$ cat src/design/cau_pkg.sv
// shared types for the complex arithmetic unit
// no dependencies
`default_nettype none

package cau_pkg;

    typedef enum logic [2:0] {
        OP_ADD = 3'd0,
        OP_SUB = 3'd1,
        OP_MUL = 3'd2,
        OP_DIV = 3'd3,
        OP_MOD = 3'd4
    } op_t;

    // control that rides along with each word
    typedef struct packed {
        op_t  op;
        logic dz;
    } ctl_t;

endpackage

`default_nettype wire

$ cat src/design/cau_mult.sv
// first stage: all operand products and the add/subtract sums
// depends on cau_pkg
`default_nettype none

module cau_mult #(
    parameter int W = 16
) (
    input  logic                  clk,
    input  logic                  rst_n,
    input  logic                  in_valid,
    output logic                  up_ld,
    input  logic                  down_ld,
    output logic                  out_valid,
    input  logic [2:0]            op_in,
    input  logic signed [W-1:0]   ar,
    input  logic signed [W-1:0]   ai,
    input  logic signed [W-1:0]   br,
    input  logic signed [W-1:0]   bi,
    output cau_pkg::ctl_t         ctl,
    output logic signed [2*W-1:0] m1,
    output logic signed [2*W-1:0] m2,
    output logic signed [2*W-1:0] m3,
    output logic signed [2*W-1:0] m4,
    output logic signed [2*W-1:0] m5,
    output logic signed [2*W-1:0] m6,
    output logic signed [W:0]     sum_r,
    output logic signed [W:0]     sum_i
);
    import cau_pkg::*;

    logic                  valid_reg;
    ctl_t                  ctl_reg, ctl_next;
    logic signed [W-1:0]   x1, x2;
    logic signed [2*W-1:0] m1_reg, m2_reg, m3_reg, m4_reg, m5_reg, m6_reg;
    logic signed [2*W-1:0] m1_next, m2_next, m3_next, m4_next, m5_next, m6_next;
    logic signed [W:0]     sum_r_reg, sum_i_reg, sum_r_next, sum_i_next;

    assign up_ld = !valid_reg || down_ld;

    always_comb
    begin
        ctl_next.op = op_t'(op_in);
        ctl_next.dz = 1'b0;
        // modulus reuses the first two multipliers for the squares of a
        x1 = (ctl_next.op == OP_MOD) ? ar : br;
        x2 = (ctl_next.op == OP_MOD) ? ai : bi;
        m1_next = ar * x1;
        m2_next = ai * x2;
        m3_next = ar * bi;
        m4_next = ai * br;
        m5_next = br * br;
        m6_next = bi * bi;
        if (ctl_next.op == OP_SUB)
        begin
            sum_r_next = ar - br;
            sum_i_next = ai - bi;
        end
        else
        begin
            sum_r_next = ar + br;
            sum_i_next = ai + bi;
        end
    end

    always_ff @(posedge clk or negedge rst_n)
    begin
        if (!rst_n)
            valid_reg <= 1'b0;
        else if (up_ld)
            valid_reg <= in_valid;
    end

    always_ff @(posedge clk)
    begin
        if (up_ld)
        begin
            ctl_reg   <= ctl_next;
            m1_reg    <= m1_next;
            m2_reg    <= m2_next;
            m3_reg    <= m3_next;
            m4_reg    <= m4_next;
            m5_reg    <= m5_next;
            m6_reg    <= m6_next;
            sum_r_reg <= sum_r_next;
            sum_i_reg <= sum_i_next;
        end
    end

    assign out_valid = valid_reg;
    assign ctl       = ctl_reg;
    assign m1        = m1_reg;
    assign m2        = m2_reg;
    assign m3        = m3_reg;
    assign m4        = m4_reg;
    assign m5        = m5_reg;
    assign m6        = m6_reg;
    assign sum_r     = sum_r_reg;
    assign sum_i     = sum_i_reg;

endmodule

`default_nettype wire

$ cat config.mk
export PLATFORM = sky130hd
export DESIGN_NAME = cau_mult
export DESIGN_NICKNAME = d
export VERILOG_FILES = /design/src/design/cau_pkg.sv /design/src/design/cau_mult.sv
export SDC_FILE = /design/constraint.sdc
export NUM_CORES = 2
export LEC_CHECK = 0
export BUFFER_PORTS_ARGS = -buffer_cell sky130_fd_sc_hd__buf_2
export CAP_MARGIN = 20
export CORE_MARGIN = 1.5
export CORE_UTILIZATION = 40
export DETAILED_ROUTE_END_ITERATION = 8
export HOLD_SLACK_MARGIN = 0.02
export PLACE_DENSITY = 0.55
export SLEW_MARGIN = 15
export SYNTH_ARGS = -nofsm -noshare
export SYNTH_HDL_FRONTEND = slang
export SYNTH_SLANG_ARGS = --single-unit
$ cat constraint.sdc
create_clock -name clk -period 8.2 [get_ports clk]
set_clock_uncertainty 0.1 [all_clocks]
set_input_delay 0.82 -clock clk [delete_from_list [all_inputs] [get_ports clk]]
set_output_delay 0.82 -clock clk [all_outputs]
set_load 0.02 [all_outputs]
Yosys cells after proc, flatten, opt, wreduce, memory -nomap -nowiden

Cells that the tools add are included.

Add/subtract/negate cells: 4
Multipliers: 6
Div/mod/pow operators: 0
Magnitude comparators: 0
Eq/ne operators: 2
Shift-type cells: 0
Mux-type cells: 4
Bitwise logic cells: 0
Reduce and logical (&&, ||, !) cells: 2

Operator list:

| kind                                          | number |
|---|---|
| multiplier 16 x 16 -> 32 bit                  | 6 |
| adder 16 x 16 -> 17 bit                       | 2 |
| 2-to-1 mux 17 bit                             | 2 |
| subtractor 16 x 16 -> 17 bit                  | 2 |
| 2-to-1 mux 16 bit                             | 2 |
| == test 3 x 1 -> 1 bit, second input constant | 1 |
| == test 3 bit, second input constant          | 1 |
| logical NOT 1 bit                             | 1 |
| logical OR 1 bit                              | 1 |

Bits in registers: 230
Latch bits: 0
RAM bits: 0
ROM bits: 0
Input bits: 71
Word-level logic and storage cells: 28
Memories: 0

Longest topological paths before layout

Depth after elaboration: 3
Gate-level depth with buffers: 30
Depth with buffers taken out: 27

Least setup slack after synthesis

OpenSTA, ideal clock, no wires.

Kind: input -> register
Start: input port op_in[1]
End: register m1_reg[31] (netlist: m1[31]), data pin
Setup time: 258 ps
Arrival: 7519 ps
Data required time: 7842 ps
Path slack: 323 ps
Cell stages on the path: 29
Buffers on the path: 5
Path through: nor2_1 and2_1 clkbuf_1 clkbuf_1 clkbuf_1 nand2_1 o21ai_0 clkbuf_1 nand2_1 fa_1 inv_1 fa_1 fa_1 fa_1 fa_1 inv_1 fa_1 inv_1 ha_1 clkbuf_1 nand3_1 nor2_1 and4_1 nand3_1 o31ai_1 nand2_1 o31a_1 a311o_1 xnor2_1

Cells in the longest elaborated chain, start to end: 3

Ends and longest elaborated chain:

| element                      | RTL line       | text |
|---|---|---|
| start, declared              | cau_mult.sv:14 | `input logic [2:0] op_in,` |
| == test 3 bit                | cau_mult.sv:45 | `x1 = (ctl_next.op == OP_MOD) ? ar : br;` |
| 2-to-1 mux 16 bit            | cau_mult.sv:45 |  |
| multiplier 16 x 16 -> 32 bit | cau_mult.sv:47 | `m1_next = ar * x1;` |
| named net m1_next[31]        | cau_mult.sv:35 | `logic signed [2*W-1:0] m1_next, m2_next, m3_next, m4_next, m5_next, m6_next;` |
| end signal, assigned         | cau_mult.sv:78 | `m1_reg <= m1_next;` |
| end, declared                | cau_mult.sv:34 | `logic signed [2*W-1:0] m1_reg, m2_reg, m3_reg, m4_reg, m5_reg, m6_reg;` |

The timed path passes the listed nets, and every way through them passes these cells.
A chain may end at the register's enable or synchronous reset.

Worst setup path after layout

Start: input port op_in[1]
End: register m2_reg[27] (netlist: m2[27]), data pin

Cells in the longest elaborated chain, start to end: 3

Ends and longest elaborated chain:

| element                      | RTL line       | text |
|---|---|---|
| == test 3 bit                | cau_mult.sv:46 | `x2 = (ctl_next.op == OP_MOD) ? ai : bi;` |
| 2-to-1 mux 16 bit            | cau_mult.sv:46 |  |
| multiplier 16 x 16 -> 32 bit | cau_mult.sv:48 | `m2_next = ai * x2;` |
| named net m2_next[27]        | cau_mult.sv:35 |  |
| end signal, assigned         | cau_mult.sv:79 | `m2_reg <= m2_next;` |
| end, declared                | cau_mult.sv:34 |  |

The timed path passes the listed nets, and every way through them passes these cells.

==> results by group <==
Placed design
  • Hpwl dp: 154600 um
  • Routability cong.: 0.8904
  • PortBufs: 299

Global routing
  • Initial antenna violation count: 24
  • Tot GR Track Use: 22.63%
  • Largest net degree at the start of global routing: 66
  • Vias in the first global route: 50680
  • Total gr overflow: 0
  • First-pass GRT wire length: 294000 um

Clock tree
  • CTS tree: built
  • Root Buffer: clkbuf_16
  • Num CTS Buffers: 29
  • Post-CTS Setup Bufs: 0
  • Clock sink count: 228
  • Longest Clk Path Bufs: 3
  • Clock-pin slew on the worst setup and hold paths: 0.06 ns
  • Worst-Skew Late Latency: 0.62 ns
  • H-Tree Depth: 1

Critical path
  • Worst path bufs/invs: 6
  • Worst path slowest cell: fa_1
  • Kind of cell adding the most delay to the critical path: adder cells
  • Worst Path Required: 8.47 ns
  • R2R depth: 3
  • Crit. End Element: flop
  • WS Path Type: in -> reg
  • WP data arrival: 7.80 ns
  • Cell repeated most along the worst path: fa_1
  • Critical-path maximum fanout: 19
  • Crit-path max cell delay: 0.57 ns
  • WP depth: 27
  • Startpoint Class: input port

Synthesis
  • Gate Count Post-Synth: 7003
  • Area share of the largest cell type after synthesis: 45.87%
  • Register bit total from synthesis: 228
  • Post-synthesis sequential area ratio: 10.26%
  • EDFF count, synth: 227
  • Ys flop type: edfxtp_1
  • Synth top area cells: fa_1, inv_1, edfxtp_1
  • Synth cell types: 83
  • Synthesized cell area: 66690 sq um
  • Syn Area/Cell: 9.524 sq um
  • Synthesis Warnings: 0
  • Cell taking the most area after synthesis: fa_1
  • Asr flop ratio synth: 0.4386%

Worst hold path
  • Worst Hold Path Cells: 2
  • Hold WC Path Type: in -> reg

Timing
  • Worst Tran Pin Value: 0.9324 ns
  • Slew Viols, Final: 0
  • Crit share post-route: 91.77%
  • Sum of negative setup slack: 0 ns
  • Final setup viols: 0
  • RSZ-0062 raised after global routing: false
  • Final Hold Viols: 0
  • Slew margin rel.: 37.84%
  • F_max: 132.9 MHz
  • Final min period: 7.525 ns

Floorplan
  • Initial cell density of the core: 40.38%
  • IO Pins: 303
  • Chip height: 411.3 um
  • Die width: 411.3 um
  • Area of the core: 165200 sq um
  • Site Rows: 149
  • Die Area: 169200 sq um

Detailed routing
  • Wirelength per Cell: 19.49 um
  • Routed vias: 47080
  • Residual DRC: 52
  • Initial DRC count: 2997
  • Mean number of vias per cell: 4.962
  • First drt pass iteration count: 7
  • Post-DRT Antenna Nets: 0
  • WL final: 184900 um

Final layout
  • Share of layout cells above drive strength 1: 8.134%
  • Commonest non-fill, non-tap cell in the layout: inv_1
  • Layout fillers: 16260
  • Most frequent cells in the layout: inv_1, fa_1, nand2_1
  • Register area: 6842 sq um
  • Area of the multi-input gates: 51830 sq um
  • Nets: 9396
  • Area Overhead vs Synth: 8.770%

Run
  • Max-cap viol count: 0

Status
  • Violated checks: DRC
  • Outcome: finished with violations
[cells by family (layout without fill, tap and decap cells)]
family	count (synthesis)	in the layout	share of synthesized area, %
flops	228	228	10.26
other cells	1	11	0.005623
mux	12	12	0.1857
buf+inv	2139	2424	12.06
fa+ha+maj	2056	2056	55.77
simple gates	1741	1741	12.66
compound gates	574	574	5.752
xor+xnor	252	252	3.309
[Yosys cell counts, types with 16 or more instances]
cell      instances
a21o_1           68
and2_1          370
inv_1          1854
and3_1           28
o21ai_0         101
edfxtp_1        227
xnor2_1         190
buf_1            19
o21a_1           30
o31ai_1          18
or2_2            16
nor2b_1         158
fa_1           1528
nand3_1          53
o21bai_1         31
nor2_1          242
nand2b_1         69
a21oi_1         175
clkbuf_1        246
xor2_1           62
nand2_1         703
ha_1            528
a211oi_1         25
nor3_1           52
[what timing repair did]
| item | in CTS | in global routing |
|---|---|---|
| hold buffers | 1 | 0 |
| gates resized for setup | 0 | 2 |
| setup endpoints to repair | 0 | 1 |
| endpoints found under the hold margin | 1 | 0 |
[stage by stage]
stage | hold WS, ns | instance area [sq um] | setup slack, ns | utilization (%) | std cells
6_report | 0.2781 | 72540 | 0.6750 | 43.92 | 9487
5_1_grt | 0.2558 | 72530 | 0.1694 | 43.91 | 9481
4_1_cts | 0.2139 | 72520 | 0.5461 | 43.90 | 9479
3_5_place_dp | 0.4958 | 71580 | -0.1350 | 43.33 | 9426
3_3_place_gp | 0.4948 | 71580 | -0.08655 | 43.33 | 9426
2_1_floorplan | 0.4244 | 66700 | 0.3230 | - | 7005
[layer usage]
metal  wire length [um]  GRT usage (%)
met5                 53              0
met4               6777          7.291
met3              11190          3.215
met2              84910          35.87
met1              81960          31.92
[final timing paths]
| path | from | end | slack (ns) |
|---|---|---|---|
| min reg2reg | out_valid | m2[24] | 0.66 |
| max in group asynchronous | rst_n | out_valid | 7.52 |
| max reg2reg | out_valid | m4[30] | 5.58 |
| min in group asynchronous | rst_n | out_valid | 0.39 |
| min | in_valid | out_valid | 0.28 |
| max | op_in[1] | m2[27] | 0.68 |
[final cells by class]
class | instances | area share, %
well taps | 2189 | 3.776
repair buffers | 502 | 4.357
clock buffers | 32 | 1.016
inverters | 1870 | 9.676
multi-input cells | 4638 | 71.45
flip-flops and latches | 228 | 9.431
diodes | 8 | 0.02760
clock inverters | 20 | 0.2673
Power is not shown: default switching activity piles up to over one toggle a cycle in this logic, so the estimate is an artifact.
