**src/design/cau_pkg.sv**
```systemverilog
// shared types for the complex arithmetic unit
// no dependencies
`default_nettype none

package cau_pkg;

    typedef enum logic [2:0] {
        OP_ADD = 3'd0,
        OP_SUB = 3'd1,
        OP_MUL = 3'd2,
        OP_DIV = 3'd3,
        OP_MOD = 3'd4
    } op_t;

    // control that rides along with each word
    typedef struct packed {
        op_t  op;
        logic dz;
    } ctl_t;

endpackage

`default_nettype wire

```
**src/design/cau_back.sv**
```systemverilog
// last two stages: rounding, then saturation into the output register
// depends on cau_pkg
`default_nettype none

module cau_back #(
    parameter int W = 16,
    parameter int F = 8
) (
    input  logic                 clk,
    input  logic                 rst_n,
    input  logic                 in_valid,
    output logic                 up_ld,
    input  logic                 down_ld,
    output logic                 out_valid,
    input  cau_pkg::ctl_t        ctl_in,
    input  logic [1:0]           neg_in,
    input  logic [1:0]           ovf_in,
    input  logic [1:0][2*W-1:0]  rem_in,
    input  logic [1:0][W+F:0]    acc_in,
    input  logic [2*W-1:0]       sqn_in,
    input  logic [2*W-1:0]       sqr_in,
    output logic [W-1:0]         res_r,
    output logic [W-1:0]         res_i,
    output logic                 sat,
    output logic                 dz
);
    import cau_pkg::*;

    localparam int QB = W + F + 1;
    localparam int RW = ((2 * W > QB) ? 2 * W : QB) + 1;
    localparam logic [RW-1:0] HALF    = (RW'(1) << F) >> 1;
    localparam logic [RW-1:0] POS_MAX = (RW'(1) << (W - 1)) - RW'(1);
    localparam logic [RW-1:0] NEG_LIM = RW'(1) << (W - 1);
    localparam logic [RW-1:0] BIG     = NEG_LIM + RW'(2);
    localparam logic [W-1:0]  S_MAX   = {1'b0, {(W-1){1'b1}}};
    localparam logic [W-1:0]  S_MIN   = {1'b1, {(W-1){1'b0}}};

    logic [1:0]          valid_reg;
    logic [1:0]          ld;
    logic [1:0][RW-1:0]  mag_reg, mag_next;
    logic [1:0]          neg_reg;
    logic                dz_reg;
    logic [1:0][W-1:0]   res_reg, res_next;
    logic                sat_reg, sat_next, dz_out_reg;

    assign ld[1] = !valid_reg[1] || down_ld;
    assign ld[0] = !valid_reg[0] || ld[1];
    assign up_ld = ld[0];

    always_comb
    begin
        mag_next = '0;
        case (ctl_in.op)
            OP_ADD, OP_SUB:
            begin
                mag_next[0] = RW'(rem_in[0]);
                mag_next[1] = RW'(rem_in[1]);
            end
            OP_MUL:
            begin
                mag_next[0] = (RW'(rem_in[0]) + HALF) >> F;
                mag_next[1] = (RW'(rem_in[1]) + HALF) >> F;
            end
            OP_DIV:
            begin
                mag_next[0] = ovf_in[0] ? BIG : (RW'(acc_in[0]) + RW'(1)) >> 1;
                mag_next[1] = ovf_in[1] ? BIG : (RW'(acc_in[1]) + RW'(1)) >> 1;
            end
            OP_MOD:
                // round to nearest: remainder above the root means bump
                mag_next[0] = RW'(sqr_in) + RW'(sqn_in > sqr_in);
            default:
                mag_next = '0;
        endcase
    end

    always_comb
    begin
        logic [RW-1:0] neg_mag;
        sat_next = 1'b0;
        res_next = '0;
        for (int l = 0; l < 2; l++)
        begin
            neg_mag = RW'(0) - mag_reg[l];
            if (neg_reg[l])
            begin
                if (mag_reg[l] > NEG_LIM)
                begin
                    res_next[l] = S_MIN;
                    sat_next    = 1'b1;
                end
                else
                    res_next[l] = neg_mag[W-1:0];
            end
            else if (mag_reg[l] > POS_MAX)
            begin
                res_next[l] = S_MAX;
                sat_next    = 1'b1;
            end
            else
                res_next[l] = mag_reg[l][W-1:0];
        end
        if (dz_reg)
        begin
            res_next = '0;
            sat_next = 1'b0;
        end
    end

    always_ff @(posedge clk or negedge rst_n)
    begin
        if (!rst_n)
            valid_reg <= '0;
        else
        begin
            if (ld[0])
                valid_reg[0] <= in_valid;
            if (ld[1])
                valid_reg[1] <= valid_reg[0];
        end
    end

    always_ff @(posedge clk)
    begin
        if (ld[0])
        begin
            mag_reg <= mag_next;
            neg_reg <= neg_in;
            dz_reg  <= ctl_in.dz;
        end
        if (ld[1])
        begin
            res_reg    <= res_next;
            sat_reg    <= sat_next;
            dz_out_reg <= dz_reg;
        end
    end

    assign out_valid = valid_reg[1];
    assign res_r     = res_reg[0];
    assign res_i     = res_reg[1];
    assign sat       = sat_reg;
    assign dz        = dz_out_reg;

endmodule

`default_nettype wire

```
**config.mk**
```make
export PLATFORM = sky130hd
export DESIGN_NAME = cau_back
export DESIGN_NICKNAME = d
export VERILOG_FILES = /design/src/design/cau_pkg.sv /design/src/design/cau_back.sv
export SDC_FILE = /design/constraint.sdc
export NUM_CORES = 1
export LEC_CHECK = 0
export ABC_AREA = 1
export BUFFER_PORTS_ARGS = -buffer_cell sky130_fd_sc_hd__buf_2
export CAP_MARGIN = 20
export CORE_MARGIN = 4
export CORE_UTILIZATION = 60
export DETAILED_ROUTE_END_ITERATION = 10
export GPL_ROUTABILITY_DRIVEN = 0
export PLACE_DENSITY = 0.87
export SKIP_CTS_REPAIR_TIMING = 1
export SKIP_LAST_GASP = 1
export SLEW_MARGIN = 20
export SYNTH_ARGS = -nofsm -noshare
export SYNTH_HDL_FRONTEND = slang
export SYNTH_SLANG_ARGS = --single-unit
```
**constraint.sdc**
```tcl
create_clock -name clk -period 4.45 [get_ports clk]
set_input_delay 0.445 -clock clk [delete_from_list [all_inputs] [get_ports clk]]
set_output_delay 0.445 -clock clk [all_outputs]
set_load 0.05 [all_outputs]
```
# --- Word-level counts from Yosys, hierarchy flattened ---
# Cells that the tools add are included.
totals:
  word_cells: 48
  ff_bits: 104
op_classes:
  muxes: 16
  n_lt_le_gt_ge: 5
  reduce_logical: 6
  addsub: 7
  n_eq_ne: 4
op_table:
  columns: ["operator", "count"]
  rows:
  - ["33-bit case mux with 4 select lines", 1]
  - ["16-bit two-way mux", 6]
  - ["32-bit case mux with 3 select lines", 1]
  - ["32-bit by 8-bit adder with 33-bit output (second input constant)", 2]
  - ["25-bit by 1-bit adder with 26-bit output (second input constant)", 2]
  - ["25-bit two-way mux", 2]
  - ["32-bit by 1-bit adder with 33-bit output", 1]
  - ["33-bit by 15-bit > comparator with 1-bit output (second input constant)", 1]
  - ["33-bit by 16-bit > comparator with 1-bit output (second input constant)", 1]
  - ["32-bit by 15-bit > comparator with 1-bit output (second input constant)", 1]
  - ["32-bit by 16-bit > comparator with 1-bit output (second input constant)", 1]
  - ["32-bit > comparator", 1]
  - ["1-bit by 16-bit subtractor with 16-bit output (first input constant)", 2]
  - ["3-bit by 2-bit == test with 1-bit output (second input constant)", 2]
  - ["1-bit two-way mux", 6]
  - ["3-bit by 1-bit == test with 1-bit output (second input constant)", 1]
  - ["3-bit == test (second input constant)", 1]
  - ["3-bit zero test", 1]
  - ["1-bit zero test", 2]
  - ["1-bit logical OR", 2]
  - ["2-bit OR reduction", 1]

# --- Logic depth before layout (Yosys ltp) ---
logic_depth:
  ltp_word: 5
  depth_mapped: 22
  mapped_depth_nobuf: 22

# --- Worst setup path after synthesis ---
# Ideal clock, no wire load.
synth_timing:
  path_kind: "reg2reg"
  start: "register valid_reg[1]"
  end: "register dz_reg, enable pin"
  synth_period_minus_slack_ns: 3.699
  t_arrival_ns: 2.660
  stages_incl_launch_ff: 2
  setup_slack_ns: 0.751
  required_time_ns: 3.412
  cell_sequence: "dfrtp_1 > nand3_1"
synth_between:
  elab_chain_len: 3
synth_lines:
  columns: ["element", "line", "source"]
  rows:
  - ["from (decl)", "cau_back.sv:38", "logic [1:0] valid_reg;"]
  - ["from (signal assigned)", "cau_back.sv:119", "valid_reg[1] <= valid_reg[0];"]
  - ["1-bit zero test", "cau_back.sv:46", "assign ld[1] = !valid_reg[1] || down_ld;"]
  - ["1-bit logical OR", "cau_back.sv:46", null]
  - ["1-bit logical OR", "cau_back.sv:47", "assign ld[0] = !valid_reg[0] || ld[1];"]
  - ["named net up_ld", "cau_back.sv:12", "output logic up_ld,"]
  - ["to (signal assigned)", "cau_back.sv:129", "dz_reg <= ctl_in.dz;"]
  - ["to (decl)", "cau_back.sv:42", "logic dz_reg;"]
# The timed path passes the listed nets, and every way through them passes these cells.
# A chain may end at the register's enable or synchronous reset.

==> metrics.yaml <==
run_status:
  status: "completed"
layout:
  syn_to_final_growth_pct: 16.6
  fillers: 1307
  drive_gt1_share_pct: 18.9
  layout.cells.non_filler: 1933
  final_net_count: 1940
  largest_register_ffs: 65
grt:
  gr-total-overflow: 0
  grt_max_degree: 46
  grt_pass1_vias: 10165
  antenna_found_initial: 6
  grt_pass1_wl_um: 49200
  track_usage_pct: 33.1
drt:
  vias: 11489
  drt_first_pass_iters: 6
  drc: 0
  detail-route-antenna-nets: 0
  routed_wl_um: 31600
  vias_per_cell: 5.94
  drt_iter0_markers: 1371
  post_drt_wl_per_cell_um: 16.3
worst_setup_path:
  reg2reg_from: "mag_reg[53]"
  worstSetupStartpointType: "primary input"
  end_kind: "flip-flop"
  cp_data_arrival_time_ns: 3.28
  critPathKind: "primary input to flip-flop"
  cp_common_cell: "nand2_1"
  timing.rr.end: "res_i[12]"
  r2r_slack_ns: 2.11
  critPathTopFamily: "simple AND/OR/NAND/NOR gates"
  cp_num_buf_inv: 2
  max_stage_delay_ns: 0.46
  reg2regPathDepth: 7
  worstPathMaxFanout: 7
  slowest_stage: "nor4_1"
  cp_cell_sequence: "buf_2, inv_1, ha_1, nand4_1, nor4_1, nand2_1, a21boi_0, ha_1, ha_1, nand2_1, nor2_4, nand3_1, nor3_1, nand2_1, nand3_1, nand2_1"
  critPathRequiredTime_ns: 4.57
hold_path:
  min_to: "neg_reg[1]"
  worstHoldPathCells: 1
  min-delay-start: "neg_in[1]"
  hp-class: "primary input to flip-flop"
sta:
  period_share_pct: 71.0
  tns_ns: 0
  min_period_ns: 3.16
  finClkSkew_ns: 0.0100
  setup_viol: 0
  fin_hold_ws_ns: 0.248
  relSlewSlack_pct: 48.5
  max_freq_mhz: 317
  rsz0062_at_grt: "no"
  setup_ws_ns: 1.29
  slew_violations: 0
  finalHoldViolCount: 0
  worst_pin_slew_ns: 0.772
logic_synthesis:
  yosys_warnings: 0
  ys.flop_type: "edfxtp_1"
  postSynthAreaPerCell_um2: 6.67
  synthDistinctLibCells: 47
  synthCells: 1495
  async_flop_share_pct: 1.92
  synth_seq_cells: 104
  syn_nets: 1726
  seq_area_frac_synth_pct: 31.2
  synth_edf_count: 102
  synth.cell_area_um2: 9970
floorplanning:
  dieArea_um2: 18700
  initial_core_util_pct: 62.1
  io_pins: 226
  rows: 46
  fp.dieH_um: 137
  core_area_um2: 16100
  die_x_um: 137
cts:
  cts_tree: "built"
  cts_sinks: 104
  h-tree-depth: 3
  clk_pin_slew_ns: 0.08
  clk_path_buf_depth: 2
  numCtsBuffers: 9
  clock_latency_ns: 0.37
  cts_root_buf: "clkbuf_16"
power_and_ir_drop:
  power_mw: 2.92
  p_leak_nw: 5.33
  clockPowerShare_pct: 27.9
  p_int_mw: 1.86
  p_seq_share_pct: 43.9
  ir_worst_vdd_mv: 0.218
  switching_power_mw: 1.06
  pwr-share-comb_pct: 28.3
  power.density_nw_per_um2: 251
  switching_share_pct: 36.4
placement:
  port_buffers: 225
  dp_hpwl_um: 25300
  pre_cts_ws_ns: 0.937
  place_inst: 1912
flow_run:
  maxCapViolations: 0
-- power groups by stage --
| stage | Combinational (mW) | Clock, mW | Sequential, mW |
|---|---|---|---|
| 2_1_floorplan | 0.415 | 0 | 1.39 |
| 3_3_place_gp | 0.780 | 0 | 1.30 |
| 3_5_place_dp | 0.797 | 0 | 1.30 |
| 4_1_cts | 0.803 | 0.820 | 1.28 |
| 5_1_grt | 0.905 | 0.864 | 1.29 |
| 6_report | 0.825 | 0.813 | 1.28 |
-- worst max path at each step --
stage / start / to / slack [ns] / cells after the start
5_1_grt: sqr_in[23] / mag_reg[30] / 0.98 / 16
3_5_place_dp: sqr_in[23] / mag_reg[24] / 0.94 / 16
6_report: sqr_in[23] / mag_reg[30] / 1.29 / 16
4_1_cts: sqr_in[23] / mag_reg[24] / 1.34 / 16
3_3_place_gp: sqr_in[31] / mag_reg[24] / 1.06 / 18
2_1_floorplan: valid_reg[1] / dz_reg / 0.75 / 1
-- layout by cell type, fill, tap and decap left out, types with 10 or more instances in the layout --
master    netlist  routed
nand2_1       351     351
buf_2           8     225
inv_1         197     197
nand3_1       177     176
nor2_1        164     164
edfxtp_1      102     102
a21oi_1        93      93
o21ai_0        83      83
nand4_1        56      56
nor3_1         43      43
ha_1           41      41
nor2_2         18      17
inv_2          14      14
xor2_1         14      14
nand2_2        12      12
o21ai_1        10      10
-- cells in the mapped netlist, types with 5 or more instances --
library cell | n | area [µm²]
nor2_2 | 18 | 113
ha_1 | 41 | 513
nor4_1 | 5 | 31.3
edfxtp_1 | 102 | 3060
a21oi_1 | 93 | 465
nor3_1 | 43 | 215
o211ai_1 | 9 | 67.6
nor3_2 | 5 | 50.1
nand2_2 | 12 | 75.1
inv_1 | 197 | 739
o2111ai_1 | 6 | 52.6
nand2_1 | 351 | 1320
clkbuf_1 | 16 | 60.1
o21ai_0 | 83 | 415
o21bai_1 | 6 | 45.0
or2_2 | 6 | 37.5
buf_2 | 8 | 40.0
inv_2 | 14 | 52.6
nor3_4 | 5 | 81.3
nor2_1 | 164 | 616
xor2_1 | 14 | 123
o21ai_1 | 10 | 50.1
nand4_1 | 56 | 350
nand3_1 | 177 | 886
nor2_4 | 8 | 90.1
-- metrics by stage --
step	cell area (µm²)	utilization, %
after global routing	11600	72.4
after detailed placement	11300	70.3
after global placement	11300	70.3
after floorplan	9970	-
final	11600	72.4
after CTS	11600	72.2
-- per-layer routing --
metal  track usage [%]  vias up  routed length [µm]  share of wire, %
li1                  -     5495                   -                 -
met1              45.1     5054               12100                38
met2              52.5      820               14100                45
met3              5.33      112                4070                13
met4              13.9        8                1290               4.1
met5                 0        -                  48              0.15
-- cells by family (layout without fill, tap and decap cells) --
kind of cell	after synthesis	in the layout	synth area share (%)
compound gates	229	229	12.8
xor+xnor	18	18	1.58
fa+ha+maj	41	41	5.14
buf+inv	239	458	9.32
flops	104	104	31.2
other cells	0	3	0
simple gates	864	864	40.0
-- layout make-up --
| type | count | area [µm²] | area share [%] |
|---|---|---|---|
| clock buffers | 9 | 225 | 1.94 |
| well taps | 216 | 270 | 2.32 |
| multi-input cells | 1152 | 5950 | 51.2 |
| flip-flops and latches | 104 | 3110 | 26.8 |
| diodes | 3 | 7.51 | 0.0646 |
| repair buffers | 231 | 1180 | 10.2 |
| inverters | 211 | 792 | 6.81 |
| clock inverters | 7 | 88.8 | 0.764 |
(Power assumes the default switching activity.)
