### src/design/cau_pkg.sv
// shared types for the complex arithmetic unit
// no dependencies
`default_nettype none

package cau_pkg;

    typedef enum logic [2:0] {
        OP_ADD = 3'd0,
        OP_SUB = 3'd1,
        OP_MUL = 3'd2,
        OP_DIV = 3'd3,
        OP_MOD = 3'd4
    } op_t;

    // control that rides along with each word
    typedef struct packed {
        op_t  op;
        logic dz;
    } ctl_t;

endpackage

`default_nettype wire

### src/design/cau_prep.sv
// three stages: numerators and divisor, sign/magnitude, divider setup
// depends on cau_pkg
`default_nettype none

module cau_prep #(
    parameter int W = 16,
    parameter int F = 8
) (
    input  logic                        clk,
    input  logic                        rst_n,
    input  logic                        in_valid,
    output logic                        up_ld,
    input  logic                        down_ld,
    output logic                        out_valid,
    input  cau_pkg::ctl_t               ctl_in,
    input  logic signed [2*W-1:0]       m1,
    input  logic signed [2*W-1:0]       m2,
    input  logic signed [2*W-1:0]       m3,
    input  logic signed [2*W-1:0]       m4,
    input  logic signed [2*W-1:0]       m5,
    input  logic signed [2*W-1:0]       m6,
    input  logic signed [W:0]           sum_r,
    input  logic signed [W:0]           sum_i,
    output cau_pkg::ctl_t               ctl_out,
    output logic [2*W-1:0]              den,
    output logic [1:0]                  neg,
    output logic [1:0]                  ovf,
    output logic [1:0][2*W-1:0]         rem,
    output logic [1:0][W+F:0]           acc,
    output logic [2*W-1:0]              sqn,
    output logic [2*W-1:0]              sqr
);
    import cau_pkg::*;

    localparam int QB = W + F + 1;

    logic [2:0] valid_reg;
    logic [2:0] ld;

    // stage a
    ctl_t                ctl_a_reg;
    logic signed [2*W:0] num_r_reg, num_i_reg, num_r_next, num_i_next;
    logic [2*W-1:0]      den_a_reg, den_a_next;
    // stage b
    ctl_t                ctl_b_reg, ctl_b_next;
    logic [1:0]          neg_b_reg, neg_b_next;
    logic [1:0][2*W-1:0] mag_b_reg, mag_b_next;
    logic [2*W-1:0]      den_b_reg;
    // stage c
    ctl_t                ctl_c_reg;
    logic [2*W-1:0]      den_c_reg;
    logic [1:0]          neg_c_reg;
    logic [1:0]          ovf_c_reg, ovf_c_next;
    logic [1:0][2*W-1:0] rem_c_reg, rem_c_next;
    logic [1:0][QB-1:0]  acc_c_reg, acc_c_next;

    assign ld[2] = !valid_reg[2] || down_ld;
    assign ld[1] = !valid_reg[1] || ld[2];
    assign ld[0] = !valid_reg[0] || ld[1];
    assign up_ld = ld[0];

    always_comb
    begin
        den_a_next = (2*W)'(m5) + (2*W)'(m6);
        case (ctl_in.op)
            OP_ADD, OP_SUB:
            begin
                num_r_next = sum_r;
                num_i_next = sum_i;
            end
            OP_MUL:
            begin
                num_r_next = m1 - m2;
                num_i_next = m3 + m4;
            end
            OP_DIV:
            begin
                num_r_next = m1 + m2;
                num_i_next = m4 - m3;
            end
            OP_MOD:
            begin
                num_r_next = m1 + m2;
                num_i_next = '0;
            end
            default:
            begin
                num_r_next = '0;
                num_i_next = '0;
            end
        endcase
    end

    always_comb
    begin
        ctl_b_next    = ctl_a_reg;
        ctl_b_next.dz = (ctl_a_reg.op == OP_DIV) && (den_a_reg == '0);
        neg_b_next[0] = num_r_reg[2*W];
        neg_b_next[1] = num_i_reg[2*W];
        mag_b_next[0] = num_r_reg[2*W] ? (2*W)'(-num_r_reg) : num_r_reg[2*W-1:0];
        mag_b_next[1] = num_i_reg[2*W] ? (2*W)'(-num_i_reg) : num_i_reg[2*W-1:0];
    end

    // integer quotient of 2^W or more can only saturate; otherwise the
    // partial remainder of a division starts with the upper half of the numerator
    always_comb
    begin
        for (int l = 0; l < 2; l++)
        begin
            ovf_c_next[l] = {{W{1'b0}}, mag_b_reg[l][2*W-1:W]} >= den_b_reg;
            rem_c_next[l] = (ctl_b_reg.op == OP_DIV) ?
                            {{W{1'b0}}, mag_b_reg[l][2*W-1:W]} : mag_b_reg[l];
            acc_c_next[l] = {mag_b_reg[l][W-1:0], {(F+1){1'b0}}};
        end
    end

    always_ff @(posedge clk or negedge rst_n)
    begin
        if (!rst_n)
            valid_reg <= '0;
        else
        begin
            if (ld[0])
                valid_reg[0] <= in_valid;
            if (ld[1])
                valid_reg[1] <= valid_reg[0];
            if (ld[2])
                valid_reg[2] <= valid_reg[1];
        end
    end

    always_ff @(posedge clk)
    begin
        if (ld[0])
        begin
            ctl_a_reg <= ctl_in;
            num_r_reg <= num_r_next;
            num_i_reg <= num_i_next;
            den_a_reg <= den_a_next;
        end
        if (ld[1])
        begin
            ctl_b_reg <= ctl_b_next;
            neg_b_reg <= neg_b_next;
            mag_b_reg <= mag_b_next;
            den_b_reg <= den_a_reg;
        end
        if (ld[2])
        begin
            ctl_c_reg <= ctl_b_reg;
            den_c_reg <= den_b_reg;
            neg_c_reg <= neg_b_reg;
            ovf_c_reg <= ovf_c_next;
            rem_c_reg <= rem_c_next;
            acc_c_reg <= acc_c_next;
        end
    end

    assign out_valid = valid_reg[2];
    assign ctl_out   = ctl_c_reg;
    assign den       = den_c_reg;
    assign neg       = neg_c_reg;
    assign ovf       = ovf_c_reg;
    assign rem       = rem_c_reg;
    assign acc       = acc_c_reg;
    assign sqn       = rem_c_reg[0];
    assign sqr       = '0;

endmodule

`default_nettype wire

### config.mk
export PLATFORM = sky130hd
export DESIGN_NAME = cau_prep
export DESIGN_NICKNAME = d
export VERILOG_FILES = /design/src/design/cau_pkg.sv /design/src/design/cau_prep.sv
export SDC_FILE = /design/constraint.sdc
export NUM_CORES = 1
export LEC_CHECK = 0
export BUFFER_PORTS_ARGS = -buffer_cell sky130_fd_sc_hd__buf_4
export CORE_MARGIN = 10
export CORE_UTILIZATION = 55
export DETAILED_ROUTE_END_ITERATION = 16
export GPL_TIMING_DRIVEN = 1
export PLACE_DENSITY_LB_ADDON = 0.12
export SYNTH_ARGS = -nofsm -noshare
export SYNTH_HDL_FRONTEND = slang
export SYNTH_SLANG_ARGS = --single-unit
### constraint.sdc
create_clock -name clk -period 7.1 [get_ports clk]
set_input_delay 0.355 -clock clk [delete_from_list [all_inputs] [get_ports clk]]
set_output_delay 0.355 -clock clk [all_outputs]
set_load 0.01 [all_outputs]
Yosys cells after proc, flatten, opt, wreduce, memory -nomap -nowiden
Cells that the tools add are included.

operators by class
  shifts and indexed selects = 0
  bitwise operators = 0
  reduce and logical (&&, ||, !) cells = 11
  eq/ne operators = 6
  $add $sub $neg = 7
  div/mod/pow operators = 0
  $lt $le $gt $ge = 2
  multipliers = 0
  multiplexer cells = 6

operator list
  operator                                        number
  one-hot mux 33 bit (3 select lines)             2
  adder 32 x 32 -> 33 bit                         2
  subtractor 32 x 32 -> 33 bit                    2
  greater-or-equal comparator 16 x 32 -> 1 bit    2
  two-way mux 32 bit                              2
  negation 32 bit                                 2
  adder 32 bit                                    1
  logical NOT 32 bit                              1
  two-way mux 16 bit                              2
  == test 3 x 2 -> 1 bit (second input constant)  4
  OR reduction 2 bit                              2
  == test 3 x 1 -> 1 bit (second input constant)  1
  == test 3 bit (second input constant)           1
  logical NOT 1 bit                               3
  logical NOT 3 bit                               1
  logical OR 1 bit                                3
  logical AND 1 bit                               1

storage, ports and cells
  bits in writable memories = 0
  memories kept = 0
  logic and storage cells = 56
  bits in latches = 0
  output and inout bits = 220
  bits in read-only memories = 0
  bits of input ports = 234
  bits in registers = 342

Longest topological paths before layout
  word-level depth = 4
  gate-level depth with buffers = 18
  depth with buffers taken out = 17

Worst setup path after synthesis
No wires, ideal clock.

  path type = register to register
  start point = reg valid_reg[2]
  end point = reg ctl_a_reg[1] (netlist name) (enable)
  cell stages (with the launch flop) = 2
  buffers on the path = 0
  clock period less this slack = 4.753 ns
  arrival time = 3.309 ns
  setup time = 1.444 ns
  slack = 2.347 ns
  required time = 5.656 ns
  path through = dfrtp_1 > nand4b_1

on the way
  cells in the longest elaborated chain, start to end = 4

ends and longest elaborated chain
  what                    line             text
  start, declared         cau_prep.sv:37   logic [2:0] valid_reg;
  start signal, assigned  cau_prep.sv:128  valid_reg[2] <= valid_reg[1];
  logical NOT 1 bit       cau_prep.sv:57   assign ld[2] = !valid_reg[2] || down_ld;
  logical OR 1 bit        cau_prep.sv:57
  logical OR 1 bit        cau_prep.sv:58   assign ld[1] = !valid_reg[1] || ld[2];
  logical OR 1 bit        cau_prep.sv:59   assign ld[0] = !valid_reg[0] || ld[1];
  via up_ld               cau_prep.sv:12   output logic up_ld,
  end signal, assigned    cau_prep.sv:136  ctl_a_reg <= ctl_in;
  end, declared           cau_prep.sv:41   ctl_t ctl_a_reg;

The timed path passes the listed nets, and every way through them passes these cells.
A chain may end at the register's enable or synchronous reset.

Final worst setup path
  start point = in ctl_in[2] (netlist name)
  end point = reg num_r_reg[15] (data pin)

on the way
  cells in the longest elaborated chain, start to end = 3
  elaborated cells between the ends (all ways) = 8
  those cells by class = eq/ne: 4; mux: 1; reduce/logical: 3

ends and longest elaborated chain
  what                                                  line             text
  start, declared                                       cau_prep.sv:15   input cau_pkg::ctl_t ctl_in,
  == test 3 x 2 -> 1 bit, or another cell as far along  cau_prep.sv:65   case (ctl_in.op)
  OR reduction 2 bit (on tied branches)                 -
  one-hot mux 33 bit (3 select lines) (*)               cau_prep.sv:65
  via num_r_next[15]                                    cau_prep.sv:42   logic signed [2*W:0] num_r_reg, num_i_reg, num_r_next, num_i_next;
  end signal, assigned                                  cau_prep.sv:137  num_r_reg <= num_r_next;
  end, declared                                         cau_prep.sv:42

Mark *: on every way through the listed nets, which the timed path passes. The rest lies on a longest branch.

==> flow_summary.toml <==
[outcome]
outcome = "complete, no violations"

[synth]
dominantRegCellSynth = "edfxtp_1"
postSynthRegisterBits = 342
postSynthAreaPerCell_um2 = 11.4
synth_enable_flop_cells = 339
syn_inst = 1772
yosys.cell_types.count = 70
post-synth-top-area-fraction = 0.504
synth.yosys.seq_area_share = 0.507
synth_area_leaders = "edfxtp_1, ha_1, xnor2_1, o21ai_0, buf_4"
synth_area_mm2 = 0.0202
synth-async-reset-ratio = 0.00877
synth_area_leader_cell = "edfxtp_1"
yosys_warnings = 0

[grt]
first_pass_grt_wire_length_mm = 81.2
grt_antenna_before_repair = 0
first_global_vias = 14800
overflow = 0
grt_start_max_net_pins = 71
grtUsageTotal = 0.228

[worst_setup_path]
crit_start = "ctl_in[2]"
cp.required_ns = 7.33
worst-r2r-cell-count = 7
timing.critical_path.from_type = "primary input"
worstSetupPathType = "in2reg"
critical_path.reg2reg.startpoint = "num_r_reg[2]$_DFFE_PP_"
end_kind = "register"
data_arrival_at_the_endpoint_of_the_critical_path_ns = 4.58
worstPathMaxFanout = 19

[sta]
final_period_minus_worst_setup_slack_ns = 4.35
timing.clock.skew_ns = 0.0118
max-slew-margin-rel = 0.352
final_max_slew_viol_count = 0
setup_violations = 0
finalSetupTns_ns = 0
tightest_slew_ns = 0.973
clock.fmax_mhz = 230
rsz0062_at_grt = "no"
fin_crit_sh = 0.613
number_of_hold_slack_violations_in_the_final_timing_report = 0

[die]
die_h_um = 212
floorplan.die.width_um = 212
core_area_mm2 = 0.0364
io_pins = 454
initial_utilization = 0.555
placement_rows = 70
dieArea_mm2 = 0.0448

[cells_and_area]
nNetsFinal = 2520
share_of_layout_cells_above_drive_strength_1 = 0.234
multiInputGateArea_mm2 = 0.00920
layout.cells.most_common_list = "buf_4, edfxtp_1, o21ai_0"
layout.area.seq_mm2 = 0.0103
post-route-cell-area_mm2 = 0.0244
antenna_cells_inserted = 0
nFillCells = 2752
finalCoreUtilization = 0.670
most_common_library_cell_in_the_layout_ignoring_fill_and_taps = "buf_4"
area_delta_synth_final_pct = 20.8

[route]
drt-initial-drc-count = 995
vias = 14700
first_pass_detailed_route_iteration_total = 7
wl_per_cell_um = 20.2
detail_route.drc_violations = 0
via_density = 5.56
ant_nets = 0
route.final.wire_length_mm = 53.3

[place]
portBuffers = 402
hpwl_dp_mm = 43.0
gpl.final_weighted_congestion = 0.886
place_area_mm2 = 0.0233

[clock_tree]
cts_h_tree_lvls = 2
clock-root-buffer = "clkbuf_16"
clock_slew_seen_by_the_registers_of_the_worst_setup_and_hold_paths_ns = 0.06
clk_latency_ns = 0.50
cts.path.max_buffers = 3
inserted_clock_buffers = 34
cts_tree = "done"
post_cts.repair.setup_buffers = 0
count_of_clock_tree_sinks = 342

[hold_path]
worstHoldPathType = "in2reg"
timing.hold.worst.start = "in_valid"
hold_path_depth = 2

[flow_run]
max-cap-violations = 0

[power_and_ir_drop]
vdd_ir_drop_max_v = 0.000176
cellLeakagePower_nw = 10.3
powerDensity_mw_per_mm2 = 284
==> logic make-up (layout without fill, tap and decap cells) <==
| logic type | after synthesis | count (layout) | synth area share |
|---|---|---|---|
| DFF | 342 | 342 | 0.507 |
| xor gates and xnor gates | 200 | 200 | 0.0867 |
| and+or+nand+nor | 426 | 426 | 0.109 |
| other | 1 | 50 | 0.000186 |
| buffers and inverters | 172 | 526 | 0.0472 |
| muxes | 41 | 41 | 0.0222 |
| adders and majority gates | 135 | 135 | 0.0847 |
| AOI/OAI and AO/OA | 455 | 455 | 0.143 |
==> worst paths after layout <==
check | end | slack, ns
setup / recovery | num_r_reg[15]$_DFFE_PP_ | 2.75
hold / removal | valid_reg[0]$_DFFE_PN0P_ | 0.05
setup reg to reg | mag_b_reg[21]$_DFFE_PP_ | 4.27
hold reg to reg | neg[0]$_DFFE_PP_ | 0.42
max in group asynchronous | valid_reg[2]$_DFFE_PN0P_ | 6.82
min in group asynchronous | valid_reg[1]$_DFFE_PN0P_ | 0.19
==> cell usage after synthesis, drive strengths merged, types with 4 or more instances <==
cell,count
ha,132
inv,52
a21oi,101
or2,9
buf,84
nor2b,8
o21bai,13
and4,4
nor4,22
o211ai,15
edfxtp,339
a21boi,4
or3,21
nand3b,7
a41oi,4
o21a,21
nand3,23
and3,9
nor3,22
nor2,77
xnor2,135
clkbuf,36
o41ai,11
nand4,12
a31oi,11
nand2b,25
a211oi,11
nor4b,5
and2,42
xor2,65
mux2i,11
mux2,30
a21o,59
o21ai,137
o31ai,34
a22o,4
a31o,5
nand2,125
or4,10
==> per-stage QoR <==
stage                     power [mW]  worst slack [ns]  cells  hold WS, ns
after global routing            7.29              2.32   2643       0.0437
after global placement          5.18              2.33   2582        0.145
after floorplan                 4.38              2.35   1821       0.0594
final                           6.93              2.75   2643       0.0507
after CTS                       6.97              2.80   2643       0.0348
after detailed placement        5.24              2.26   2582        0.145
==> timing repair <==
| item | in CTS | in global routing |
|---|---|---|
| endpoints found under the setup margin | 0 | 0 |
| hold buffers | 1 | 0 |
| gates resized for setup | 0 | 0 |
| endpoints found under the hold margin | 3 | 0 |
==> worst max-delay path, stage by stage <==
cell	delay [ns]
buf_4	0.21
nor2b_1	0.42
nand2_1	0.47
nand2_1	0.57
nor2_1	0.10
xor2_1	0.16
ha_1	0.36
o211ai_1	0.23
o211ai_1	0.16
a32o_1	0.29
or2_2	0.31
a31o_2	0.29
a21o_1	0.18
a21oi_1	0.17
xor2_1	0.17
o21ai_0	0.11
==> layout make-up <==
cell class / instances / area share
Inverter: 52 / 0.00799
Sequential cell: 342 / 0.420
Clock inverter: 14 / 0.00471
Timing Repair Buffer: 414 / 0.127
Tap cell: 468 / 0.0240
Multi-Input combinational cell: 1307 / 0.377
Clock buffer: 46 / 0.0393
==> power by group <==
group / internal [mW] / switching (mW) / total [mW]
registers: 2.86 / 0.368 / 3.23
clock network: 1.02 / 0.701 / 1.72
logic: 0.949 / 1.02 / 1.97
==> routing by layer <==
layer / global-route usage / wire length (um) / up-vias
met5: 0 / 0 / -
met4: 0.0662 / 1320 / 0
met3: 0.0442 / 3510 / 73
met2: 0.375 / 25300 / 486
met1: 0.301 / 23200 / 6901
li1: - / - / 7248
Power figures use the tool's default switching activity.
