## src/design/cau_pkg.sv

```systemverilog
// shared types for the complex arithmetic unit
// no dependencies
`default_nettype none

package cau_pkg;

    typedef enum logic [2:0] {
        OP_ADD = 3'd0,
        OP_SUB = 3'd1,
        OP_MUL = 3'd2,
        OP_DIV = 3'd3,
        OP_MOD = 3'd4
    } op_t;

    // control that rides along with each word
    typedef struct packed {
        op_t  op;
        logic dz;
    } ctl_t;

endpackage

`default_nettype wire

```

## src/design/cau_step.sv

```systemverilog
// one pipeline stage: one quotient bit per lane and, while K < W, one square root step
// depends on cau_pkg
`default_nettype none

module cau_step #(
    parameter int W = 16,
    parameter int F = 8,
    parameter int K = 0
) (
    input  logic                 clk,
    input  logic                 rst_n,
    input  logic                 in_valid,
    output logic                 up_ld,
    input  logic                 down_ld,
    output logic                 out_valid,
    input  cau_pkg::ctl_t        ctl_in,
    input  logic [2*W-1:0]       den_in,
    input  logic [1:0]           neg_in,
    input  logic [1:0]           ovf_in,
    input  logic [1:0][2*W-1:0]  rem_in,
    input  logic [1:0][W+F:0]    acc_in,
    input  logic [2*W-1:0]       sqn_in,
    input  logic [2*W-1:0]       sqr_in,
    output cau_pkg::ctl_t        ctl_out,
    output logic [2*W-1:0]       den_out,
    output logic [1:0]           neg_out,
    output logic [1:0]           ovf_out,
    output logic [1:0][2*W-1:0]  rem_out,
    output logic [1:0][W+F:0]    acc_out,
    output logic [2*W-1:0]       sqn_out,
    output logic [2*W-1:0]       sqr_out
);
    import cau_pkg::*;

    localparam int QB = W + F + 1;
    localparam bit SQ_ON = (K < W);
    localparam int SH = SQ_ON ? 2 * (W - 1 - K) : 0;
    localparam logic [2*W-1:0] SQ_BIT = (2*W)'(1) << SH;

    logic                valid_reg;
    ctl_t                ctl_reg;
    logic [2*W-1:0]      den_reg;
    logic [1:0]          neg_reg, ovf_reg;
    logic [1:0][2*W-1:0] rem_reg, rem_next;
    logic [1:0][QB-1:0]  acc_reg, acc_next;
    logic [2*W-1:0]      sqn_reg, sqn_next, sqr_reg, sqr_next;

    assign up_ld = !valid_reg || down_ld;

    always_comb
    begin
        logic [1:0][2*W:0] trial;
        logic [1:0][2*W:0] diff;
        logic [2*W-1:0]    sq_sum;
        rem_next = rem_in;
        acc_next = acc_in;
        for (int l = 0; l < 2; l++)
        begin
            // restoring step: shift the next dividend bit into the remainder
            trial[l] = {rem_in[l], acc_in[l][QB-1]};
            diff[l]  = trial[l] - {1'b0, den_in};
            if (ctl_in.op == OP_DIV && !ovf_in[l])
            begin
                if (!diff[l][2*W])
                begin
                    rem_next[l] = diff[l][2*W-1:0];
                    acc_next[l] = {acc_in[l][QB-2:0], 1'b1};
                end
                else
                begin
                    rem_next[l] = trial[l][2*W-1:0];
                    acc_next[l] = {acc_in[l][QB-2:0], 1'b0};
                end
            end
        end
        sq_sum   = sqr_in + SQ_BIT;
        sqn_next = sqn_in;
        sqr_next = sqr_in;
        if (SQ_ON && ctl_in.op == OP_MOD)
        begin
            if (sqn_in >= sq_sum)
            begin
                sqn_next = sqn_in - sq_sum;
                sqr_next = (sqr_in >> 1) + SQ_BIT;
            end
            else
                sqr_next = sqr_in >> 1;
        end
    end

    always_ff @(posedge clk or negedge rst_n)
    begin
        if (!rst_n)
            valid_reg <= 1'b0;
        else if (up_ld)
            valid_reg <= in_valid;
    end

    always_ff @(posedge clk)
    begin
        if (up_ld)
        begin
            ctl_reg <= ctl_in;
            den_reg <= den_in;
            neg_reg <= neg_in;
            ovf_reg <= ovf_in;
            rem_reg <= rem_next;
            acc_reg <= acc_next;
            sqn_reg <= sqn_next;
            sqr_reg <= sqr_next;
        end
    end

    assign out_valid = valid_reg;
    assign ctl_out   = ctl_reg;
    assign den_out   = den_reg;
    assign neg_out   = neg_reg;
    assign ovf_out   = ovf_reg;
    assign rem_out   = rem_reg;
    assign acc_out   = acc_reg;
    assign sqn_out   = sqn_reg;
    assign sqr_out   = sqr_reg;

endmodule

`default_nettype wire

```

## config.mk

```make
export PLATFORM = sky130hd
export DESIGN_NAME = cau_step
export DESIGN_NICKNAME = d
export VERILOG_FILES = /design/src/design/cau_pkg.sv /design/src/design/cau_step.sv
export SDC_FILE = /design/constraint.sdc
export NUM_CORES = 1
export LEC_CHECK = 0
export BUFFER_PORTS_ARGS = -buffer_cell sky130_fd_sc_hd__buf_2
export CAP_MARGIN = 20
export CELL_PAD_IN_SITES_DETAIL_PLACEMENT = 0
export CELL_PAD_IN_SITES_GLOBAL_PLACEMENT = 2
export CORE_MARGIN = 2
export CORE_UTILIZATION = 32
export CTS_CLUSTER_DIAMETER = 60
export CTS_CLUSTER_SIZE = 20
export DETAILED_ROUTE_END_ITERATION = 12
export PLACE_DENSITY = 0.92
export RECOVER_POWER = 25
export SETUP_SLACK_MARGIN = 0.05
export SLEW_MARGIN = 30
export SYNTH_ARGS = -nofsm -noshare
export SYNTH_HDL_FRONTEND = slang
export SYNTH_SLANG_ARGS = --single-unit
```

## constraint.sdc

```tcl
create_clock -name clk -period 6.73 [get_ports clk]
set_clock_uncertainty 0.05 [all_clocks]
set_input_delay 0.3365 -clock clk [delete_from_list [all_inputs] [get_ports clk]]
set_output_delay 0.3365 -clock clk [all_outputs]
set_load 0.02 [all_outputs]
```

* After elaboration in Yosys (flattened, before gate mapping)
Index checks and enable logic that the tools add are counted.
** Word-level totals
- Output and inout bits :: 220
- Logic and storage cells :: 38
- Flip-flop bits (word level) :: 219
** Cells by class
- Reduce and logical (&&, ||, !) cells :: 6
- Add/sub/neg operators :: 5
- Muxes and demuxes :: 12
- Magnitude comparators :: 1
- Equality and inequality tests :: 2
** Operators by type and width (number)
- $mux 32 :: 8
- $sub 33x32->33 :: 2
- $mux 25 :: 2
- $add 31x31->32 const B :: 1
- $add 32x31->32 const B :: 1
- $ge 32x32->1 :: 1
- $sub 32x32->32 :: 1
- $eq 3x2->1 const B :: 1
- $eq 3x3->1 const B :: 1
- $logic_not 1->1 :: 3
- $logic_and 1x1->1 :: 2
- $mux 1 :: 2
- $logic_or 1x1->1 :: 1

* Longest topological paths before layout
Gate-level depths: netlist of the first run.
- Depth in word-level cells :: 4
- Depth in mapped cells :: 14

* Least setup slack after synthesis of the first run
No wires, ideal clock.
- Path kind :: in2reg
- Start point :: input down_ld
- End point :: register acc_reg (netlist bit acc_out[0]), enable pin
- Setup slack :: 0.335 ns
- Required time :: 6.054 ns
- Buffers on the path :: 0
- Cell stages on the path :: 1
- Arrival time :: 5.719 ns
- Setup time :: 0.626 ns
- Cell sequence :: nand2b_1
** Between the ends
- Word-level cells in the longest chain between the ends :: 1
** Ends and longest elaborated chain
- from (decl) :: RTL line cau_step.sv:14 : input logic down_ld,
- $logic_or 1x1->1 :: RTL line cau_step.sv:48 : assign up_ld = !valid_reg || down_ld;
- to (signal assigned) :: RTL line cau_step.sv:108 : acc_reg <= acc_next;
- to (decl) :: RTL line cau_step.sv:45 : logic [1:0][QB-1:0] acc_reg, acc_next;
No other way between the ends.
A chain may end at the register's enable or synchronous reset.

==> run metrics, run 1 <==
status=finished, violations left; failing checks=capacitance limit, slew limit; Starting Density=32.4%; initial DRC count=797; register area=between 0.006 and 0.007 mm2; clk_lat worst skew=approximately 0.56 ns; CP Launch Type=input port; First-pass DRT Iterations=5; Hold WC Path Type=in2reg; asr flop ratio synth=less than 1%; largest net degree at the start of global routing=76; Die ar.=0.0488 mm2; unrepaired setup endpoints after global routing=no; io pins=442; Tot GR Track Use=a little over 20%; Multi-input gate area=around 0.008 mm2; Num CTS Buffers=26; M2 GR Usage=between 30% and 40%; Post-Place Cells=around 2600; vias in the first global route=~14000; worst min-delay path startpoint=acc_in[4]; Avg Inst Size Synth=between 9 and 10 um2; gr busiest metal=met2; fill count=between 4000 and 5000; critical path data arrival time=between 4 and 5 ns; VDD IR max=0.000208 V; hold path depth=3; sequential element share of the synthesized area=a little over two fifths; Post-synth EDFFs=about 220; Worst-path clk slew=around 0.080 ns; pre-CTS WS=about 2.5 ns; Die W=between 200 and 250 um; drt total wl=between 50000 and 60000 um; residual DRC count=0; largest area contributor in the netlist=edfxtp_1; post-cts sizing count=0; fin crit share=just over 60%; Synth top area share=between 40 and 50%; Min Hold Slack=0.0239 ns; max-slew violations=43; syn nets=around 1900; first-pass GRT wire length=roughly 79000 um; fin nets=about 2400; clock buffer depth=3; Area Overhead vs Synth=29.7%; Total Power=around 4.4 mW; antenna violations before repair=14; row count=approximately 80; Core Footprint=between 0.04 and 0.05 mm2; H-tree depth=1; peak fanout along the critical path=21; synth top area cells=edfxtp_1 (43%), ha_1 (8.1%), nand2_1 (7.2%), a21oi_1 (3.1%), xnor2_1 (2.9%); Setup WS post-layout=2.60 ns; final instance count without filler cells=2721; grt met1 use=25.0%; number of hold violations in the final report=0; Synthesis Warnings=0; Max-slew headroom=-54.1%; die height=between 200 and 250 um; min Tclk post-route=4.13 ns; Req. time, crit path=slightly above 7 ns; R2R Path End=sqr_out[22]; GR Layer Usage met3=5.22%; mapped cell area=0.0151 mm2; vias per cell=between 5 and 6; top cells by count, synth=nand2_1 (287), edfxtp_1 (218), ha_1 (97); Setup violations, final=0; crit end category=register; gpl congestion=slightly below 0.9; setup_tns=0 ns; post-DP HPWL=between 40000 and 50000 um; vias=14063; worst-margin pin slew=approximately 2.3 ns; CTS root buf=clkbuf_16; Yosys reg bits=between 200 and 250; FF-to-FF setup slack=approximately 3.4 ns; Hold Path Sink=acc_out[5]; reg-to-reg critical path startpoint=out_valid; GRT Residual Overflow=0; Max-cap violations=1; PD cells=227 mW/mm2; routed len/inst=19.3 um; Synth cell types=just under 90; remaining antenna violation count after routing=0; leakage=roughly 8.4 nW; most numerous cell in the Yosys netlist=nand2_1; R2R cell count=2; CTS tree=yes; CTS sink cnt=around 220; Cells after Synth=1582; critical path class=in2reg; layout cell share with drive strength beyond 1=a little over a fifth; f_max=0.242 GHz; ys flop type=edfxtp_1; Buffers on Ports=roughly 440
## worst max-delay path, stage by stage
cell,delay (ns)
dlygate4sd3_1,0.54
clkbuf_1,0.15
ha_1,0.24
fa_1,0.40
and2b_1,0.24
o31ai_2,0.10
a2111oi_4,0.45
o31ai_4,0.11
a211oi_4,0.38
o21a_4,0.21
or3_1,0.62
nand2_1,0.28
o311ai_1,0.38
## kinds of logic after synthesis
| group | synth area share, % |
|---|---|
| DFF | 43.6 |
| AOI/OAI and AO/OA | 19.0 |
| muxes | 3.18 |
| adders and majority gates | 8.46 |
| xor gates and xnor gates | 4.46 |
| and+or+nand+nor | 17.0 |
| buffers and inverters | 4.19 |
## layout make-up
class	count	share of cell area, %
diodes	8	0.102
clock inverters	21	1.36
well taps	607	3.89
inverters	86	1.65
flip-flops and latches	219	33.6
clock buffers	27	3.46
multi-input cells	1210	40.3
repair buffers	543	15.6
## per-layer routing
metal	routed length (um)	up-vias	share of wire, %
li1	-	6832	-
met1	21300	6612	41
met2	25400	520	48
met3	4110	87	7.8
met4	1500	12	2.9
met5	70	-	0.13
## flip-flops by register name (all words and copies together) (netlist names)
signal / count
sqn_out: 32
sqr_out: 32
den_out: 32
neg_out: 2
ctl_out: 4
rem_out: 64
out_valid: 1
acc_out: 50
ovf_out: 2
## placed cells by master (no fill, tap or decap), types with 23 or more instances in the layout
| master | instances |
|---|---|
| nand2_1 | 287 |
| nor2_1 | 93 |
| o21a_1 | 23 |
| clkbuf_1 | 119 |
| inv_1 | 86 |
| a21o_1 | 42 |
| o21ai_1 | 25 |
| nor3_1 | 26 |
| o211ai_1 | 28 |
| mux2_4 | 24 |
| ha_1 | 97 |
| o21ai_0 | 84 |
| a31oi_1 | 46 |
| xor2_1 | 24 |
| xnor2_1 | 49 |
| edfxtp_1 | 218 |
| nand3_1 | 50 |
| a21oi_1 | 92 |
| buf_2 | 322 |
| clkbuf_16 | 27 |
| dlygate4sd3_1 | 89 |
## stage by stage
| stage | util (%) | cell area [um2] |
|---|---|---|
| 2_1_floorplan | - | 15100 |
| 3_3_place_gp | 38.4 | 17800 |
| 3_5_place_dp | 38.4 | 17800 |
| 4_1_cts | 42.3 | 19700 |
| 5_1_grt | 42.0 | 19500 |
| 6_report | 42.0 | 19500 |
## worst max-delay path by stage
stage | startpoint | to | slack (ns) | depth (start not counted)
final | den_in[0] | rem_out[8] | 2.60 | 13
after global routing | den_in[0] | rem_out[15] | 2.35 | 13
after CTS | den_in[0] | rem_out[15] | 2.70 | 13
after detailed placement | acc_in[49] | rem_out[35] | 2.47 | 14
after global placement | acc_in[49] | rem_out[35] | 2.49 | 14
after floorplan | down_ld | acc_out[0] | 0.33 | 1
## power breakdown
group / total [mW] / switching [mW] / internal [mW] / leakage (nW)
sequential: 1.68 / 0.0374 / 1.64 / 2.21
combinational: 1.21 / 0.759 / 0.455 / 5.76
clock: 1.54 / 0.686 / 0.852 / 0.459
## repair_timing
item                      CTS  global route
setup buffers               0             0
hold endpoints to repair   84             0
hold buffers               89             0
(Power assumes the default switching activity.)
==> inputs of run 2 (changes only) <==
Settings changed: ABC_AREA from default to 1, CORE_UTILIZATION 32 to 26, PLACE_DENSITY 0.92 to 0.87.
Clock period 6.73 ns to 3.5 ns, I/O delays scaled along.
==> run metrics, run 2 <==
status=finished, violations left; failing checks=capacitance limit, slew limit; Setup WS post-layout=0.244 ns (-2.35 ns); first-pass GRT wire length=103000 um (+30%); fill count=7099 (+53%); CTS tree=yes; Multi-input gate area=0.00879 mm2 (+12%); Req. time, crit path=3.81 ns (-3.24 ns); Post-synth EDFFs=218 (unchanged); H-tree depth=1 (unchanged); syn nets=2876 (+51%); peak fanout along the critical path=20 (-4.8%); worst-margin pin slew=2.04 ns (-0.271 ns); Buffers on Ports=441 (unchanged); post-DP HPWL=54700 um (+34%); Post-Layout Inst Area=0.0243 mm2 (+24%); CP cell instances=dlygate4sd3_1 -> clkbuf_1 -> inv_1 -> ha_1 -> or2_0 -> nand3_1 -> nand2_1 -> nand2_1 -> nand2_2 -> nand2_2 -> nand2_2 -> nand2_4 -> buf_4 -> nand3_1 -> nand3_1 -> nand2_1 -> dlygate4sd3_1; Synthesis Warnings=0 (unchanged); row count=94 (+19%); commonest non-fill, non-tap cell in the layout=nand2_1; Cell Area, Placed=0.0206 mm2 (+15%); most frequent cells in the layout=nand2_1 (1089), inv_1 (454), buf_2 (311), dlygate4sd3_1 (281), edfxtp_1 (218); critical path data arrival time=3.56 ns (-0.89 ns); Adder-Cell Fraction of Synth Area=7.36% (-1.1 points); f_max=a little over 0.3 GHz; number of hold violations in the final report=0 (unchanged); PD cells=382 mW/mm2 (+69%); fin crit share=between 90% and 100%; Post-CTS Setup Inserts=0 (unchanged); ys flop type=edfxtp_1; synth top area cells=edfxtp_1 (38%), nand2_1 (24%), inv_1 (9.9%), ha_1 (7.0%), nand3_1 (4.2%); crit path max-delay cell type=dlygate4sd3_1; drt total wl=69400 um (+33%); Num CTS Buffers=29 (+12%); Die ar.=0.0686 mm2 (+41%); io pins=442 (unchanged); CTS sink cnt=219 (unchanged); Max-slew headroom=-36.0% (+18 points); clk_lat worst skew=0.62 ns (+0.06 ns); Max-cap violations=1 (unchanged); GRT Residual Overflow=0 (unchanged); Synth cell types=36 (-59%); Starting Density=26.3% (-6.1 points); sequential element share of the synthesized area=38.0% (-5.7 points); routed len/inst=16.7 um (-13%); gpl congestion=0.874 (-2.2%); Simple-Gate Fraction of Synth Area=35.8% (+19 points); mapped cell area=0.0173 mm2 (+15%); setup_tns=0 ns (unchanged); Cells after Synth=2554 (+61%); largest net degree at the start of global routing=75 (-1.3%); Max stage delay on crit path=0.55 ns (-0.07 ns); largest area contributor in the netlist=edfxtp_1; most numerous cell in the Yosys netlist=nand2_1; max-slew violations=73 (+70%); crit end category=register; multiplexer area fraction after synthesis=0% (-3.2 points); critical path class=in2reg; CTS root buf=clkbuf_16; clock buffer depth=3 (unchanged); Worst-path clk slew=0.06 ns (-0.02 ns); First-pass DRT Iterations=5 (unchanged); largest family of logic cells by synthesized area=simple AND/OR/NAND/NOR gates; Setup violations, final=0 (unchanged); min Tclk post-route=3.26 ns; Tot GR Track Use=19.4% (-1.1 points); CP Launch Type=input port; vias=18494 (+32%); top cells by count, synth=nand2_1 (1090), inv_1 (456), edfxtp_1 (218); Synth top area share=37.8% (-5.7 points); Hold WC Path Type=in2reg; Die W=262 um (+19%); register area=0.00657 mm2 (unchanged); pre-CTS WS=0.518 ns (-1.95 ns); leakage=12.6 nW (+50%); post-synthesis xor/xnor area fraction=2.23% (-2.2 points); Largest register FFs=64 (unchanged); residual DRC count=0 (unchanged); layout cell share with drive strength beyond 1=12.4% (-8.6 points); Yosys reg bits=219 (unchanged); asr flop ratio synth=0.457% (unchanged); Core Footprint=0.0659 mm2 (+42%); die height=262 um (+19%); fin nets=3597 (+49%); antenna violations before repair=1 (-13); initial DRC count=1257 (+58%); Compound-Gate Fraction of Synth Area=5.20% (-14 points); vias per cell=4.44 (-14%); VDD IR max=0.000388 V (+86%); Avg Inst Size Synth=6.78 um2 (-29%); unrepaired setup endpoints after global routing=no; Area Overhead vs Synth=40.1%; remaining antenna violation count after routing=0 (unchanged); vias in the first global route=18464 (+34%)
## run 2: cell types whose count changed after synthesis, moves of 18 or more
cell | before | now
a21o_1 | 42 | 4
clkbuf_1 | 46 | 28
nor3_1 | 28 | 7
nor2_1 | 93 | 156
nand3b_1 | 4 | 40
mux2_4 | 24 | 0
a31oi_1 | 46 | 1
nand2_1 | 287 | 1090
inv_1 | 86 | 456
o21ai_1 | 25 | 0
o21a_1 | 23 | 0
o211ai_1 | 28 | 0
xnor2_1 | 49 | 13
nand3_1 | 50 | 145
## run 2: critical path, delay by kind of cell
kind                     cells  cell delay, ns
adder cells (fa/ha/maj)      1            0.38
buffers and inverters        5            1.68
AND/OR/NAND/NOR             11            1.32
## run 2: kinds of logic (layout without fill, tap and decap cells)
kind of cell / Yosys count / in the layout
flops: 219 / 219
buf+inv: 511 / 1253
simple gates: 1504 / 1504
other cells: 0 / 2
compound gates: 176 / 176
fa+ha+maj: 100 / 100
xor+xnor: 44 / 44
## run 2: area by class of cell
type,instances,area share (%)
multi-input cells,1824,36.3
flip-flops and latches,219,27.1
repair buffers,743,20.8
inverters,458,7.09
well taps,864,4.46
clock buffers,30,3.01
clock inverters,22,1.28
diodes,2,0.0206
## run 2: repair_timing
action,4_1_cts,5_1_grt
endpoints found under the hold margin,220,0
gates resized for setup,0,4
hold buffers,281,0
endpoints found under the setup margin,0,18
## run 2: power by group
part,switching [mW],internal (mW)
combinational,1.83,1.02
sequential,0.0745,3.15
clock,1.43,1.76
## run 2: final timing paths
kind | startpoint | end | slack [ns] | depth (start not counted)
worst max-delay path | den_in[3] | rem_out[0] | 0.24 | 17
worst min-delay path | acc_in[24] | acc_out[24] | 0.07 | 3
worst max register to register | out_valid | den_out[10] | 0.59 | 2
worst min register to register | out_valid | out_valid | 1.72 | 2
max in group asynchronous | rst_n | out_valid | 2.95 | 3
min in group asynchronous | rst_n | out_valid | 0.34 | 3
## run 2: through the flow
step                std cells  util, %  hold slack [ns]  total power, mW
finish                   4162     36.8           0.0739             9.27
CTS                      4160     37.1           0.0567             9.41
global route             4160     36.8            0.104             9.79
detailed placement       3827     31.2          -0.0989             5.87
floorplan                2554        -           -0.171             4.94
global placement         3827     31.2           -0.101             5.88
## run 2: per-layer routing
layer | vias up | share of wire [%] | track usage (%) | routed length (um)
met5 | - | 0.019 | 0 | 13
met3 | 83 | 5.6 | 3.19 | 3880
met2 | 505 | 48 | 34.2 | 33500
li1 | 9422 | - | - | -
met1 | 8482 | 44 | 24.6 | 30500
met4 | 2 | 2.3 | 5.27 | 1620
